`config.mk`:
```
export PLATFORM = sky130hd
export DESIGN_NAME = hydronic_zone_balancer
export DESIGN_NICKNAME = d
export VERILOG_FILES = /design/src/rtl/core/hzb_pkg.sv /design/src/rtl/core/hydronic_zone_balancer.sv /design/src/rtl/core/hzb_div.sv /design/src/rtl/core/hzb_front.sv /design/src/rtl/core/hzb_back.sv
export VERILOG_INCLUDE_DIRS = /design/src /design/src/rtl/core
export SDC_FILE = /design/constraint.sdc
export NUM_CORES = 2
export LEC_CHECK = 0
export ABC_AREA = 1
export BUFFER_PORTS_ARGS = -buffer_cell sky130_fd_sc_hd__buf_4
export CORE_MARGIN = 2
export CORE_UTILIZATION = 41
export CTS_CLUSTER_DIAMETER = 50
export DETAILED_ROUTE_END_ITERATION = 16
export SLEW_MARGIN = 0
export SYNTH_ARGS = -nofsm -noshare
export SYNTH_HDL_FRONTEND = slang
export SYNTH_HIERARCHICAL = 1
export SYNTH_SLANG_ARGS = --single-unit
```
`constraint.sdc`:
```
create_clock -name clock -period 10.88 [get_ports clock]
set_input_delay 2.176 -clock clock [delete_from_list [all_inputs] [get_ports clock]]
set_output_delay 2.176 -clock clock [all_outputs]
set_load 0.01 [all_outputs]
```
`src/rtl/core/hydronic_zone_balancer_defines.svh`:
```
// Assertion macros used by the balancer top level.
`ifndef HYDRONIC_ZONE_BALANCER_DEFINES_SVH
`define HYDRONIC_ZONE_BALANCER_DEFINES_SVH

// Same-cycle implication, disabled during reset.
`define HZB_ASSERT_IMP(label, clk, rst, ante, cons) \
   label: assert property (@(posedge clk) disable iff (rst) (ante) |-> (cons)) \
      else $error("hzb check failed");

// Next-cycle implication, disabled during reset.
`define HZB_ASSERT_NEXT(label, clk, rst, ante, cons) \
   label: assert property (@(posedge clk) disable iff (rst) (ante) |=> (cons)) \
      else $error("hzb check failed");

`endif

```
`src/rtl/core/hzb_pkg.sv`:
```
`timescale 1ns / 1ps
package hzb_pkg;
   localparam int ZONES_DEF = 6;
   localparam int NUM_W = 53;
   localparam int DEN_W = 35;
   localparam int LEN_W = 20;
   localparam int FAC_W = 17;
   localparam int P1_W = 31;
   localparam int P2_W = 51;

   localparam logic [FAC_W-1:0] Q16_ONE = 17'd65536;
   localparam logic [FAC_W-1:0] FC_MAX = 17'd104858;
   localparam logic [FAC_W-1:0] HP_MIN = 17'd16384;
   localparam logic [LEN_W-1:0] LEN_DEFAULT = 20'd100;

   localparam logic [1:0] CSR_BAND = 2'd0;
   localparam logic [1:0] CSR_MAINT = 2'd1;
   localparam logic [1:0] CSR_PROFILE = 2'd2;
   localparam logic [1:0] PROF_HEAT_PUMP = 2'd1;

   localparam logic [9:0] BAND_RST = 10'd50;
   localparam logic [13:0] MAINT_RST = 14'd10000;

   typedef enum logic [1:0] {
      ST_OVER = 2'd0,
      ST_SAT = 2'd1,
      ST_DEMAND = 2'd2,
      ST_UNKNOWN = 2'd3
   } zstate_type;

   typedef struct packed {
      logic               tvalid;
      logic signed [14:0] cur;
      logic signed [14:0] tgt;
      logic [15:0]        area;
      logic [9:0]         spacing;
      logic [2:0]         pkind;
      logic [1:0]         fkind;
      logic               thvalid;
      logic [9:0]         thick;
   } zone_rec_type;

   typedef struct packed {
      logic busy;
      logic clear;
   } back_stat_type;

   // round(65536*sqrt(12/d)) per pipe code, unused codes as 12 mm
   function automatic logic [FAC_W-1:0] pipe_gain(input logic [2:0] kind);
      logic [FAC_W-1:0] v;
      case (kind)
         3'd1: v = 17'd80265;
         3'd2: v = 17'd71791;
         3'd4: v = 17'd62965;
         3'd5: v = 17'd60675;
         3'd6: v = 17'd56756;
         default: v = 17'd65536;
      endcase
      return v;
   endfunction

   // floor conductivity in mW/mK
   function automatic logic [10:0] floor_k(input logic [1:0] kind);
      logic [10:0] v;
      case (kind)
         2'd1: v = 11'd130;
         2'd2: v = 11'd180;
         2'd3: v = 11'd90;
         default: v = 11'd1300;
      endcase
      return v;
   endfunction
endpackage

```
`src/rtl/core/hydronic_zone_balancer.sv`:
```
`timescale 1ns / 1ps
// Records are taken one a cycle while req_full is low; the record marked last closes the
// cycle and holds req_full until every result of that cycle has been written to the two-entry
// result queue. Back part starts at the edge after the closing record. First pass: each zone
// slot is classified, its pipe length worked out by the 53-step radix-2 divider where needed.
// Second pass: skip unloaded, zero overheated, else floor/valve divisions; full-queue stalls.
// Reset (synchronous, active high) restores the register defaults, clears latches and queues.
`include "hydronic_zone_balancer_defines.svh"
module hydronic_zone_balancer #(
   parameter int ZONES = hzb_pkg::ZONES_DEF,
   parameter int ZW = $clog2(ZONES + 1)
) (
   input  logic                      clock,
   input  logic                      reset,
   input  logic                      req_push,
   output logic                      req_full,
   input  logic [ZW-1:0]             req_zone_index,
   input  logic                      req_temps_valid,
   input  logic signed [14:0]        req_current_temp,
   input  logic signed [14:0]        req_target_temp,
   input  logic [15:0]               req_floor_area,
   input  logic [9:0]                req_pipe_spacing,
   input  logic [2:0]                req_pipe_kind,
   input  logic [1:0]                req_floor_kind,
   input  logic                      req_thickness_valid,
   input  logic [9:0]                req_cover_thickness,
   input  logic                      req_last,
   output logic                      rsp_empty,
   input  logic                      rsp_pop,
   output logic [ZW-1:0]             rsp_out_zone,
   output logic [1:0]                rsp_zone_state,
   output logic [hzb_pkg::FAC_W-1:0] rsp_valve_factor,
   output logic [ZW-1:0]             rsp_reference_zone,
   output logic                      rsp_out_last,
   input  logic                      csr_write_en,
   input  logic [1:0]                csr_index,
   input  logic [13:0]               csr_wdata
);
   localparam int IW = (ZONES > 1) ? $clog2(ZONES) : 1;
   localparam int RW = 2 * ZW + hzb_pkg::FAC_W + 3;

   logic [9:0]  band_ff;
   logic [13:0] maint_ff;
   logic [1:0]  prof_ff;

   always_ff @(posedge clock) begin
      if (reset) begin
         band_ff <= hzb_pkg::BAND_RST;
         maint_ff <= hzb_pkg::MAINT_RST;
         prof_ff <= '0;
      end else if (csr_write_en) begin
         unique case (csr_index)
            hzb_pkg::CSR_BAND: band_ff <= csr_wdata[9:0];
            hzb_pkg::CSR_MAINT: maint_ff <= csr_wdata;
            hzb_pkg::CSR_PROFILE: prof_ff <= csr_wdata[1:0];
            default: ;
         endcase
      end
   end

   hzb_pkg::zone_rec_type rec_wr, rd_rec;
   hzb_pkg::back_stat_type stat;
   logic [IW-1:0] rd_idx;
   logic [ZONES-1:0] loaded;
   logic start;

   always_comb begin
      rec_wr.tvalid = req_temps_valid;
      rec_wr.cur = req_current_temp;
      rec_wr.tgt = req_target_temp;
      rec_wr.area = req_floor_area;
      rec_wr.spacing = req_pipe_spacing;
      rec_wr.pkind = req_pipe_kind;
      rec_wr.fkind = req_floor_kind;
      rec_wr.thvalid = req_thickness_valid;
      rec_wr.thick = req_cover_thickness;
   end

   hzb_front #(
      .ZONES(ZONES),
      .ZW(ZW),
      .IW(IW)
   ) u_front (
      .clock(clock),
      .reset(reset),
      .push(req_push),
      .full(req_full),
      .zone_index(req_zone_index),
      .rec_wr(rec_wr),
      .last(req_last),
      .rd_idx(rd_idx),
      .rd_rec(rd_rec),
      .loaded(loaded),
      .start(start),
      .stat(stat)
   );

   logic bk_valid, ofifo_full;
   logic [ZW-1:0] bk_zone, bk_ref;
   logic [1:0] bk_state;
   logic [hzb_pkg::FAC_W-1:0] bk_factor;
   logic bk_last;

   hzb_back #(
      .ZONES(ZONES),
      .ZW(ZW),
      .IW(IW)
   ) u_back (
      .clock(clock),
      .reset(reset),
      .start(start),
      .loaded(loaded),
      .rd_idx(rd_idx),
      .rec(rd_rec),
      .band(band_ff),
      .maint(maint_ff),
      .profile(prof_ff),
      .stat(stat),
      .out_valid(bk_valid),
      .out_full(ofifo_full),
      .out_zone(bk_zone),
      .out_state(bk_state),
      .out_factor(bk_factor),
      .out_ref(bk_ref),
      .out_last(bk_last)
   );

   // two-entry result queue
   logic [RW-1:0] ofifo_ff [2];
   logic [1:0] ocnt_ff, ocnt_in;
   logic wptr_ff, rptr_ff;
   logic opush, opop;

   assign ofifo_full = (ocnt_ff == 2'd2);
   assign rsp_empty = (ocnt_ff == 2'd0);
   assign opush = bk_valid & ~ofifo_full;
   assign opop = rsp_pop & ~rsp_empty;

   always_comb begin
      ocnt_in = ocnt_ff;
      if (opush && !opop) ocnt_in = ocnt_ff + 2'd1;
      else if (opop && !opush) ocnt_in = ocnt_ff - 2'd1;
   end

   always_ff @(posedge clock) begin
      if (reset) begin
         ocnt_ff <= '0;
         wptr_ff <= 1'b0;
         rptr_ff <= 1'b0;
      end else begin
         ocnt_ff <= ocnt_in;
         if (opush) wptr_ff <= ~wptr_ff;
         if (opop) rptr_ff <= ~rptr_ff;
      end
      if (opush) ofifo_ff[wptr_ff] <= {bk_zone, bk_state, bk_factor, bk_ref, bk_last};
   end

   assign {rsp_out_zone, rsp_zone_state, rsp_valve_factor, rsp_reference_zone, rsp_out_last}
      = ofifo_ff[rptr_ff];

   `HZB_ASSERT_IMP(a_ocnt_range, clock, reset, 1'b1, ocnt_ff != 2'd3)
   `HZB_ASSERT_IMP(a_no_take_busy, clock, reset, req_push && !req_full, !stat.busy)
   `HZB_ASSERT_NEXT(a_clear_loaded, clock, reset, stat.clear, loaded == '0 && !stat.busy)
   `HZB_ASSERT_IMP(a_start_idle, clock, reset, start, !stat.busy && !bk_valid)
endmodule

```
`src/rtl/core/hzb_div.sv`:
```
`timescale 1ns / 1ps
module hzb_div #(
   parameter int NW = hzb_pkg::NUM_W,
   parameter int DW = hzb_pkg::DEN_W
) (
   input  logic          clock,
   input  logic          reset,
   input  logic          start,
   input  logic [NW-1:0] num,
   input  logic [DW-1:0] den,
   output logic          done,
   output logic [NW-1:0] quot
);
   localparam int CW = $clog2(NW + 1);

   logic [NW-1:0] q_ff, q_in;
   logic [DW:0]   r_ff, r_in;
   logic [DW-1:0] d_ff, d_in;
   logic [CW-1:0] cnt_ff, cnt_in;
   logic          busy_ff, busy_in;
   logic          done_ff, done_in;
   logic [DW:0]   trial;
   logic          ge;

   assign trial = {r_ff[DW-1:0], q_ff[NW-1]};
   assign ge = trial >= {1'b0, d_ff};

   always_comb begin
      q_in = q_ff;
      r_in = r_ff;
      d_in = d_ff;
      cnt_in = cnt_ff;
      busy_in = busy_ff;
      done_in = 1'b0;
      if (busy_ff) begin
         // one quotient bit a cycle
         q_in = {q_ff[NW-2:0], ge};
         r_in = ge ? (trial - {1'b0, d_ff}) : trial;
         cnt_in = cnt_ff - 1'b1;
         if (cnt_ff == CW'(1)) begin
            busy_in = 1'b0;
            done_in = 1'b1;
         end
      end else if (start) begin
         q_in = num;
         r_in = '0;
         d_in = den;
         cnt_in = CW'(NW);
         busy_in = 1'b1;
      end
   end

   always_ff @(posedge clock) begin
      if (reset) begin
         busy_ff <= 1'b0;
         done_ff <= 1'b0;
         cnt_ff <= '0;
      end else begin
         busy_ff <= busy_in;
         done_ff <= done_in;
         cnt_ff <= cnt_in;
      end
      q_ff <= q_in;
      r_ff <= r_in;
      d_ff <= d_in;
   end

   assign done = done_ff;
   assign quot = q_ff;
endmodule

```
`src/rtl/core/hzb_front.sv`:
```
`timescale 1ns / 1ps
module hzb_front #(
   parameter int ZONES = hzb_pkg::ZONES_DEF,
   parameter int ZW = $clog2(ZONES + 1),
   parameter int IW = (ZONES > 1) ? $clog2(ZONES) : 1
) (
   input  logic                  clock,
   input  logic                  reset,
   input  logic                  push,
   output logic                  full,
   input  logic [ZW-1:0]         zone_index,
   input  hzb_pkg::zone_rec_type rec_wr,
   input  logic                  last,
   input  logic [IW-1:0]         rd_idx,
   output hzb_pkg::zone_rec_type rd_rec,
   output logic [ZONES-1:0]      loaded,
   output logic                  start,
   input  hzb_pkg::back_stat_type stat
);
   hzb_pkg::zone_rec_type rec_ff [ZONES];
   logic [ZONES-1:0] loaded_ff, loaded_in;
   logic pend_ff, pend_in;
   logic accept, in_range;

   assign full = pend_ff | stat.busy;
   assign accept = push & ~full;
   assign in_range = zone_index < ZW'(ZONES);
   assign start = pend_ff & ~stat.busy;

   always_comb begin
      loaded_in = loaded_ff;
      if (stat.clear) begin
         loaded_in = '0;
      end else if (accept && in_range) begin
         for (int i = 0; i < ZONES; i++) begin
            if (zone_index[IW-1:0] == IW'(i)) loaded_in[i] = 1'b1;
         end
      end
      pend_in = pend_ff;
      if (accept && last) begin
         pend_in = 1'b1;
      end else if (start) begin
         pend_in = 1'b0;
      end
   end

   always_ff @(posedge clock) begin
      if (reset) begin
         loaded_ff <= '0;
         pend_ff <= 1'b0;
      end else begin
         loaded_ff <= loaded_in;
         pend_ff <= pend_in;
      end
      if (accept && in_range) rec_ff[zone_index[IW-1:0]] <= rec_wr;
   end

   assign rd_rec = rec_ff[rd_idx];
   assign loaded = loaded_ff;
endmodule

```
`src/rtl/core/hzb_back.sv`:
```
`timescale 1ns / 1ps
module hzb_back #(
   parameter int ZONES = hzb_pkg::ZONES_DEF,
   parameter int ZW = $clog2(ZONES + 1),
   parameter int IW = (ZONES > 1) ? $clog2(ZONES) : 1
) (
   input  logic                          clock,
   input  logic                          reset,
   input  logic                          start,
   input  logic [ZONES-1:0]              loaded,
   output logic [IW-1:0]                 rd_idx,
   input  hzb_pkg::zone_rec_type         rec,
   input  logic [9:0]                    band,
   input  logic [13:0]                   maint,
   input  logic [1:0]                    profile,
   output hzb_pkg::back_stat_type        stat,
   output logic                          out_valid,
   input  logic                          out_full,
   output logic [ZW-1:0]                 out_zone,
   output logic [1:0]                    out_state,
   output logic [hzb_pkg::FAC_W-1:0]     out_factor,
   output logic [ZW-1:0]                 out_ref,
   output logic                          out_last
);
   localparam int NW = hzb_pkg::NUM_W;
   localparam int DW = hzb_pkg::DEN_W;
   localparam int LW = hzb_pkg::LEN_W;
   localparam int FW = hzb_pkg::FAC_W;
   localparam int P1W = hzb_pkg::P1_W;
   localparam int P2W = hzb_pkg::P2_W;

   typedef enum logic [10:0] {
      S_IDLE = 11'b00000000001,
      S_CLS  = 11'b00000000010,
      S_LEN  = 11'b00000000100,
      S_FLR  = 11'b00000001000,
      S_FDIV = 11'b00000010000,
      S_MC   = 11'b00000100000,
      S_MB   = 11'b00001000000,
      S_ML   = 11'b00010000000,
      S_VST  = 11'b00100000000,
      S_VDIV = 11'b01000000000,
      S_OUT  = 11'b10000000000
   } bstate_type;

   bstate_type state_ff, state_in;
   logic [IW-1:0] idx_ff, idx_in, lastz_ff, lastz_in;
   logic [LW-1:0] best_ff, best_in, lpipe_ff, lpipe_in;
   logic [ZW-1:0] refz_ff, refz_in, lzone_ff, lzone_in;
   logic [FW-1:0] fc_ff, fc_in, c_ff, c_in, f_ff, f_in;
   logic [hzb_pkg::P1_W-1:0] p1_ff, p1_in;
   logic [hzb_pkg::P2_W-1:0] p2_ff, p2_in;
   logic [1:0]    st_ff [ZONES];
   logic [LW-1:0] len_ff [ZONES];
   logic [ZONES-1:0] latch_ff;

   logic st_we, latch_we, len_we, latch_wd;
   logic [1:0] st_wd;
   logic [LW-1:0] len_wd;
   logic div_start, div_done;
   logic [NW-1:0] div_num, div_quot;
   logic [DW-1:0] div_den;
   logic cmp_en, step1, step2, clear;

   // classification
   logic signed [16:0] diff, band_s;
   logic [1:0] cls;
   logic latch_new;
   always_comb begin
      diff = {{2{rec.tgt[14]}}, rec.tgt} - {{2{rec.cur[14]}}, rec.cur};
      band_s = {7'd0, band};
      latch_new = latch_ff[idx_ff];
      if (!rec.tvalid) begin
         cls = hzb_pkg::ST_UNKNOWN;
      end else if (diff < -band_s) begin
         cls = hzb_pkg::ST_OVER;
         latch_new = 1'b1;
      end else if (latch_ff[idx_ff] && diff[16]) begin
         cls = hzb_pkg::ST_OVER;
      end else begin
         latch_new = 1'b0;
         cls = (diff <= band_s) ? hzb_pkg::ST_SAT : hzb_pkg::ST_DEMAND;
      end
   end

   // pipe length, floor correction and valve operands
   logic [19:0] len_num;
   logic [9:0]  tsel, tcl;
   logic [10:0] kv;
   logic [23:0] fa, fden;
   logic [40:0] fnum;
   logic [33:0] cprod;
   logic [DW-1:0] vden;
   always_comb begin
      len_num = {4'd0, rec.area} * 20'd10 + {10'd0, rec.spacing} - 20'd1;
      tsel = rec.thvalid ? rec.thick : 10'd150;
      if (tsel < 10'd50) tcl = 10'd50;
      else if (tsel > 10'd400) tcl = 10'd400;
      else tcl = tsel;
      kv = hzb_pkg::floor_k(rec.fkind);
      fa = {13'd0, kv} * 24'd4715 + {14'd0, tcl} * 24'd3780;
      fden = {13'd0, kv} * 24'd10402;
      // add half the divisor to round to nearest
      fnum = {fa, 17'd0} + {18'd0, fden[23:1]};
      cprod = {17'd0, hzb_pkg::pipe_gain(rec.pkind)} * {17'd0, fc_ff};
      vden = DW'(lpipe_ff) * DW'(10000);
   end

   always_comb begin
      state_in = state_ff;
      idx_in = idx_ff;
      lastz_in = lastz_ff;
      best_in = best_ff;
      refz_in = refz_ff;
      lpipe_in = lpipe_ff;
      lzone_in = lzone_ff;
      fc_in = fc_ff;
      c_in = c_ff;
      p1_in = p1_ff;
      p2_in = p2_ff;
      f_in = f_ff;
      st_we = 1'b0;
      st_wd = cls;
      latch_we = 1'b0;
      latch_wd = latch_new;
      len_we = 1'b0;
      len_wd = hzb_pkg::LEN_DEFAULT;
      div_start = 1'b0;
      div_num = '0;
      div_den = '0;
      cmp_en = 1'b0;
      step1 = 1'b0;
      step2 = 1'b0;
      clear = 1'b0;
      out_valid = 1'b0;
      unique case (state_ff)
         S_IDLE: begin
            if (start) begin
               idx_in = '0;
               lastz_in = '0;
               best_in = '0;
               refz_in = ZW'(ZONES);
               state_in = S_CLS;
            end
         end
         S_CLS: begin
            if (loaded[idx_ff]) begin
               st_we = 1'b1;
               latch_we = 1'b1;
               lastz_in = idx_ff;
               if (cls != hzb_pkg::ST_OVER) begin
                  if (rec.area != '0 && rec.spacing != '0) begin
                     div_start = 1'b1;
                     div_num = NW'(len_num);
                     div_den = DW'(rec.spacing);
                     state_in = S_LEN;
                  end else begin
                     len_we = 1'b1;
                     cmp_en = 1'b1;
                     step1 = 1'b1;
                  end
               end else begin
                  step1 = 1'b1;
               end
            end else begin
               step1 = 1'b1;
            end
         end
         S_LEN: begin
            if (div_done) begin
               len_we = 1'b1;
               len_wd = div_quot[LW-1:0] + LW'(2);
               cmp_en = 1'b1;
               step1 = 1'b1;
            end
         end
         S_FLR: begin
            if (!loaded[idx_ff]) begin
               step2 = 1'b1;
            end else if (st_ff[idx_ff] == hzb_pkg::ST_OVER) begin
               f_in = '0;
               state_in = S_OUT;
            end else begin
               div_start = 1'b1;
               div_num = NW'(fnum);
               div_den = DW'(fden);
               state_in = S_FDIV;
            end
         end
         S_FDIV: begin
            if (div_done) begin
               if (div_quot < NW'(hzb_pkg::Q16_ONE)) fc_in = hzb_pkg::Q16_ONE;
               else if (div_quot > NW'(hzb_pkg::FC_MAX)) fc_in = hzb_pkg::FC_MAX;
               else fc_in = div_quot[FW-1:0];
               state_in = S_MC;
            end
         end
         S_MC: begin
            c_in = FW'((cprod + 34'd32768) >> 16);
            state_in = S_MB;
         end
         S_MB: begin
            p1_in = P1W'(maint) * P1W'(c_ff);
            state_in = S_ML;
         end
         S_ML: begin
            p2_in = P2W'(p1_ff) * P2W'(len_ff[idx_ff]);
            state_in = S_VST;
         end
         S_VST: begin
            div_start = 1'b1;
            div_num = NW'({p2_ff, 1'b0}) + NW'(vden);
            div_den = DW'({vden[DW-2:0], 1'b0});
            state_in = S_VDIV;
         end
         S_VDIV: begin
            if (div_done) begin
               if (div_quot > NW'(hzb_pkg::Q16_ONE)) f_in = hzb_pkg::Q16_ONE;
               else f_in = div_quot[FW-1:0];
               if (profile == hzb_pkg::PROF_HEAT_PUMP
                   && st_ff[idx_ff] == hzb_pkg::ST_DEMAND && f_in < hzb_pkg::HP_MIN)
                  f_in = hzb_pkg::HP_MIN;
               state_in = S_OUT;
            end
         end
         S_OUT: begin
            out_valid = 1'b1;
            if (!out_full) step2 = 1'b1;
         end
         default: state_in = S_IDLE;
      endcase

      if (cmp_en && len_wd > best_ff) begin
         best_in = len_wd;
         refz_in = ZW'(idx_ff);
      end
      if (step1) begin
         if (idx_ff == IW'(ZONES - 1)) begin
            lpipe_in = (best_in != '0) ? best_in : hzb_pkg::LEN_DEFAULT;
            lzone_in = refz_in;
            idx_in = '0;
            state_in = S_FLR;
         end else begin
            idx_in = idx_ff + 1'b1;
            state_in = S_CLS;
         end
      end
      if (step2) begin
         if (idx_ff == IW'(ZONES - 1)) begin
            clear = 1'b1;
            state_in = S_IDLE;
         end else begin
            idx_in = idx_ff + 1'b1;
            state_in = S_FLR;
         end
      end
   end

   always_ff @(posedge clock) begin
      if (reset) begin
         state_ff <= S_IDLE;
         idx_ff <= '0;
         latch_ff <= '0;
         lpipe_ff <= '0;
         lzone_ff <= ZW'(ZONES);
      end else begin
         state_ff <= state_in;
         idx_ff <= idx_in;
         lpipe_ff <= lpipe_in;
         lzone_ff <= lzone_in;
         if (latch_we) latch_ff[idx_ff] <= latch_wd;
      end
      lastz_ff <= lastz_in;
      best_ff <= best_in;
      refz_ff <= refz_in;
      fc_ff <= fc_in;
      c_ff <= c_in;
      p1_ff <= p1_in;
      p2_ff <= p2_in;
      f_ff <= f_in;
      if (st_we) st_ff[idx_ff] <= st_wd;
      if (len_we) len_ff[idx_ff] <= len_wd;
   end

   hzb_div #(
      .NW(NW),
      .DW(DW)
   ) u_div (
      .clock(clock),
      .reset(reset),
      .start(div_start),
      .num(div_num),
      .den(div_den),
      .done(div_done),
      .quot(div_quot)
   );

   assign rd_idx = idx_ff;
   assign stat.busy = (state_ff != S_IDLE);
   assign stat.clear = clear;
   assign out_zone = ZW'(idx_ff);
   assign out_state = st_ff[idx_ff];
   assign out_factor = f_ff;
   assign out_ref = lzone_ff;
   assign out_last = (idx_ff == lastz_ff);
endmodule
```
==> results.sh <==
export IMPL_synthTopCellsByArea="edfxtp_1 (29%), fa_1 (22%), ha_1 (11%)"
export IMPL_end_kind="flip-flop"
export IMPL_fp_dieArea_mm2=0.230
export IMPL_cts_tree="done"
export IMPL_wl_per_cell_um=19.8
export IMPL_final_cells=13700
export IMPL_port_buffers=125
export IMPL_die_w_um=479
export IMPL_grt_use_total=0.236
export IMPL_finalClockSkew_ps=92.1
export IMPL_synth_most_common_cell="nand2_1"
export IMPL_fin_util=0.451
export IMPL_dominantRegCellSynth="edfxtp_1"
export IMPL_cpMaxStageDelayCell="inv_1"
export IMPL_global_route_overflow_total=0
export IMPL_core_area_mm2=0.225
export IMPL_synth_seq_area_share=0.310
export IMPL_grt_pass1_vias=72500
export IMPL_ys_types=78
export IMPL_yosys_area_top_type="edfxtp_1"
export IMPL_syn_instance_count=10500
export IMPL_rr_startpoint="u_back/out_zone[0]$_SDFF_PP0_"
export IMPL_gp_congestion=0.961
export IMPL_cp_start_kind="flip-flop"
export IMPL_maxCapViolations=0
export IMPL_synth_common_cells="nand2_1 (2,289), inv_1 (2,046), nor2_1 (1,062), fa_1 (996), edfxtp_1 (881)"
export IMPL_post_dp_cell_area_mm2=0.0968
export IMPL_syn_avg_cell_area_um2=8.80
export IMPL_finalHoldViolCount=0
export IMPL_cp_max_fo=56
export IMPL_finalSetupViolCount=0
export IMPL_status="complete, no violations"
export IMPL_synth_top_cell_area_share=0.286
export IMPL_numCtsBuffers=131
export IMPL_hold_buffers=0
export IMPL_grt_pass1_wl_um=421000
export IMPL_rows=174
export IMPL_worst_pin_slew_ps=1180
export IMPL_syn2layout_area_growth_pct=9.49
export IMPL_cp_data_arrival_time_ps=10690
export IMPL_synth_seq_cells=993
export IMPL_drc_errors=0
export IMPL_start_util=0.412
export IMPL_clockBufferDepth=3
export IMPL_required_ps=11360
export IMPL_route_final_wire_length_um=271000
export IMPL_hold_start="u_back/out_factor[13]$_SDFFCE_PP0P_"
export IMPL_antenna_found_initial=18
export IMPL_hpwl_um=211000
export IMPL_finalMaxSlewViolations=0
export IMPL_max_slew_margin=0.209
export IMPL_h_tree_depth=4
export IMPL_die_height_um=479
export IMPL_critPathTopFamily="adder cells"
export IMPL_clk_latency_ps=820
export IMPL_hold_path_class="flip-flop to flip-flop"
export IMPL_synth_edf_count=881
export IMPL_drt_iter0_markers=5790
export IMPL_min_period_ps=10200
export IMPL_critPathKind="flip-flop to flip-flop"
export IMPL_clockRootBuffer="clkbuf_16"
export IMPL_grt_max_degree=159
export IMPL_ant_nets=0
export IMPL_crit_top_cell="fa_1"
export IMPL_final_area_mm2=0.101
export IMPL_cp_startpoint="u_back/out_zone[0]$_SDFF_PP0_"
export IMPL_numPlacedInstances=13400
export IMPL_drive_gt1_frac=0.0605
export IMPL_netlist_area_mm2=0.0926
export IMPL_nets=12500
export IMPL_clock_fmax_ghz=0.0980
export IMPL_fill_cells=21800
export IMPL_clk_pin_slew_ps=60
export IMPL_vias_per_cell=5.23
export IMPL_drtPass1Iterations=6
export IMPL_async_reset_ff_frac=0
export IMPL_io_pins=126
export IMPL_vias=71500
export IMPL_slowest_delay_ps=720
export IMPL_cts_num_sinks=993
export IMPL_yosysWarnings=6
export IMPL_min_period_over_period=0.938
export IMPL_crit_buf_inv=10
==> layout by cell type, fill, tap and decap left out, types with 62 or more instances in the layout <==
master and count:
ha_1 789, o21ai_0 332, nand4_1 68, a21oi_1 379, nor3_1 62, edfxtp_1 881
nor2_1 1042, clkbuf_16 132, buf_4 238, dfxtp_1 108, xor2_1 160, fa_1 996
nand2_1 2289, nand3_1 404, xnor2_1 77, inv_1 2039
==> flip-flops by register name, summed over array words and instances (netlist names), 10 cells and up, named ones only <==
signal / flops
ofifo_ff: 52
u_back/best_ff: 20
u_back/state_ff: 11
u_back/c_ff: 17
u_back/fc_ff: 17
u_back/u_div/quot: 53
u_back/u_div/r_ff: 35
band_ff: 10
u_back/len_ff: 120
u_back/p2_ff: 51
u_back/p1_ff: 31
u_front/rec_ff: 438
u_back/st_ff: 12
u_back/lpipe_ff: 20
maint_ff: 14
u_back/u_div/d_ff: 35
u_back/out_factor: 17
==> through the flow <==
step	TNS, ps	worst slack (ps)	hold slack [ps]
3_5_place_dp	0	369	432
2_1_floorplan	0	971	420
5_1_grt	-13.5	-13.2	450
3_3_place_gp	0	450	430
4_1_cts	0	364	442
6_report	0	676	431
==> cell type report <==
class / instances / area (um^2) / area share
multi-input combinational: 7115 / 54700 / 0.539
sequential: 993 / 28700 / 0.283
inverter: 2090 / 7870 / 0.0776
tap: 2992 / 3740 / 0.0369
clock buffer: 158 / 3440 / 0.0339
timing repair buffer: 242 / 1860 / 0.0184
clock inverter: 82 / 1080 / 0.0107
antenna: 8 / 20.0 / 0.000197
==> layer usage <==
layer,track usage,share of wire,vias up
met5,0,0.00033,-
met1,0.330,0.44,35400
met4,0.0716,0.030,14
li1,-,-,33200
met3,0.0426,0.079,438
met2,0.373,0.45,2502
==> worst reg2reg max path, delay by kind of cell (launching register included) <==
kind	cells	cell delay [ps]
XOR/XNOR	1	150
adder cells (fa/ha/maj)	8	3670
buffers and inverters	10	2640
AND/OR/NAND/NOR	7	1260
AO/OA/AOI/OAI	8	1780
flip-flops	1	410
==> kinds of logic after synthesis <==
family / Yosys count / share of synthesized area
XOR/XNOR: 240 / 0.0229
buffers and inverters: 2424 / 0.101
AND/OR/NAND/NOR: 4039 / 0.177
adder cells (fa/ha/maj): 1785 / 0.322
flip-flops: 993 / 0.310
AO/OA/AOI/OAI: 1018 / 0.0632
multiplexers: 26 / 0.00397
other: 2 / 0.0000811
==> what timing repair did <==
action | in CTS | in global routing
setup endpoints to repair | 0 | 8
gates resized for setup | 0 | 13
buffers inserted | 0 | 1
==> worst paths after layout <==
kind,to,slack (ps),depth (start not counted)
min reg2reg,ofifo_ff[1][17]$_DFFE_PP_,430,0
max,u_back/p2_ff[50]$_DFFE_PN_,680,34
min,ofifo_ff[1][17]$_DFFE_PP_,430,0
max reg2reg,u_back/p2_ff[50]$_DFFE_PN_,680,34
Power is left out: the tool's default activity adds up to more than one toggle a clock period on the data nets, which glitch-free logic cannot reach.
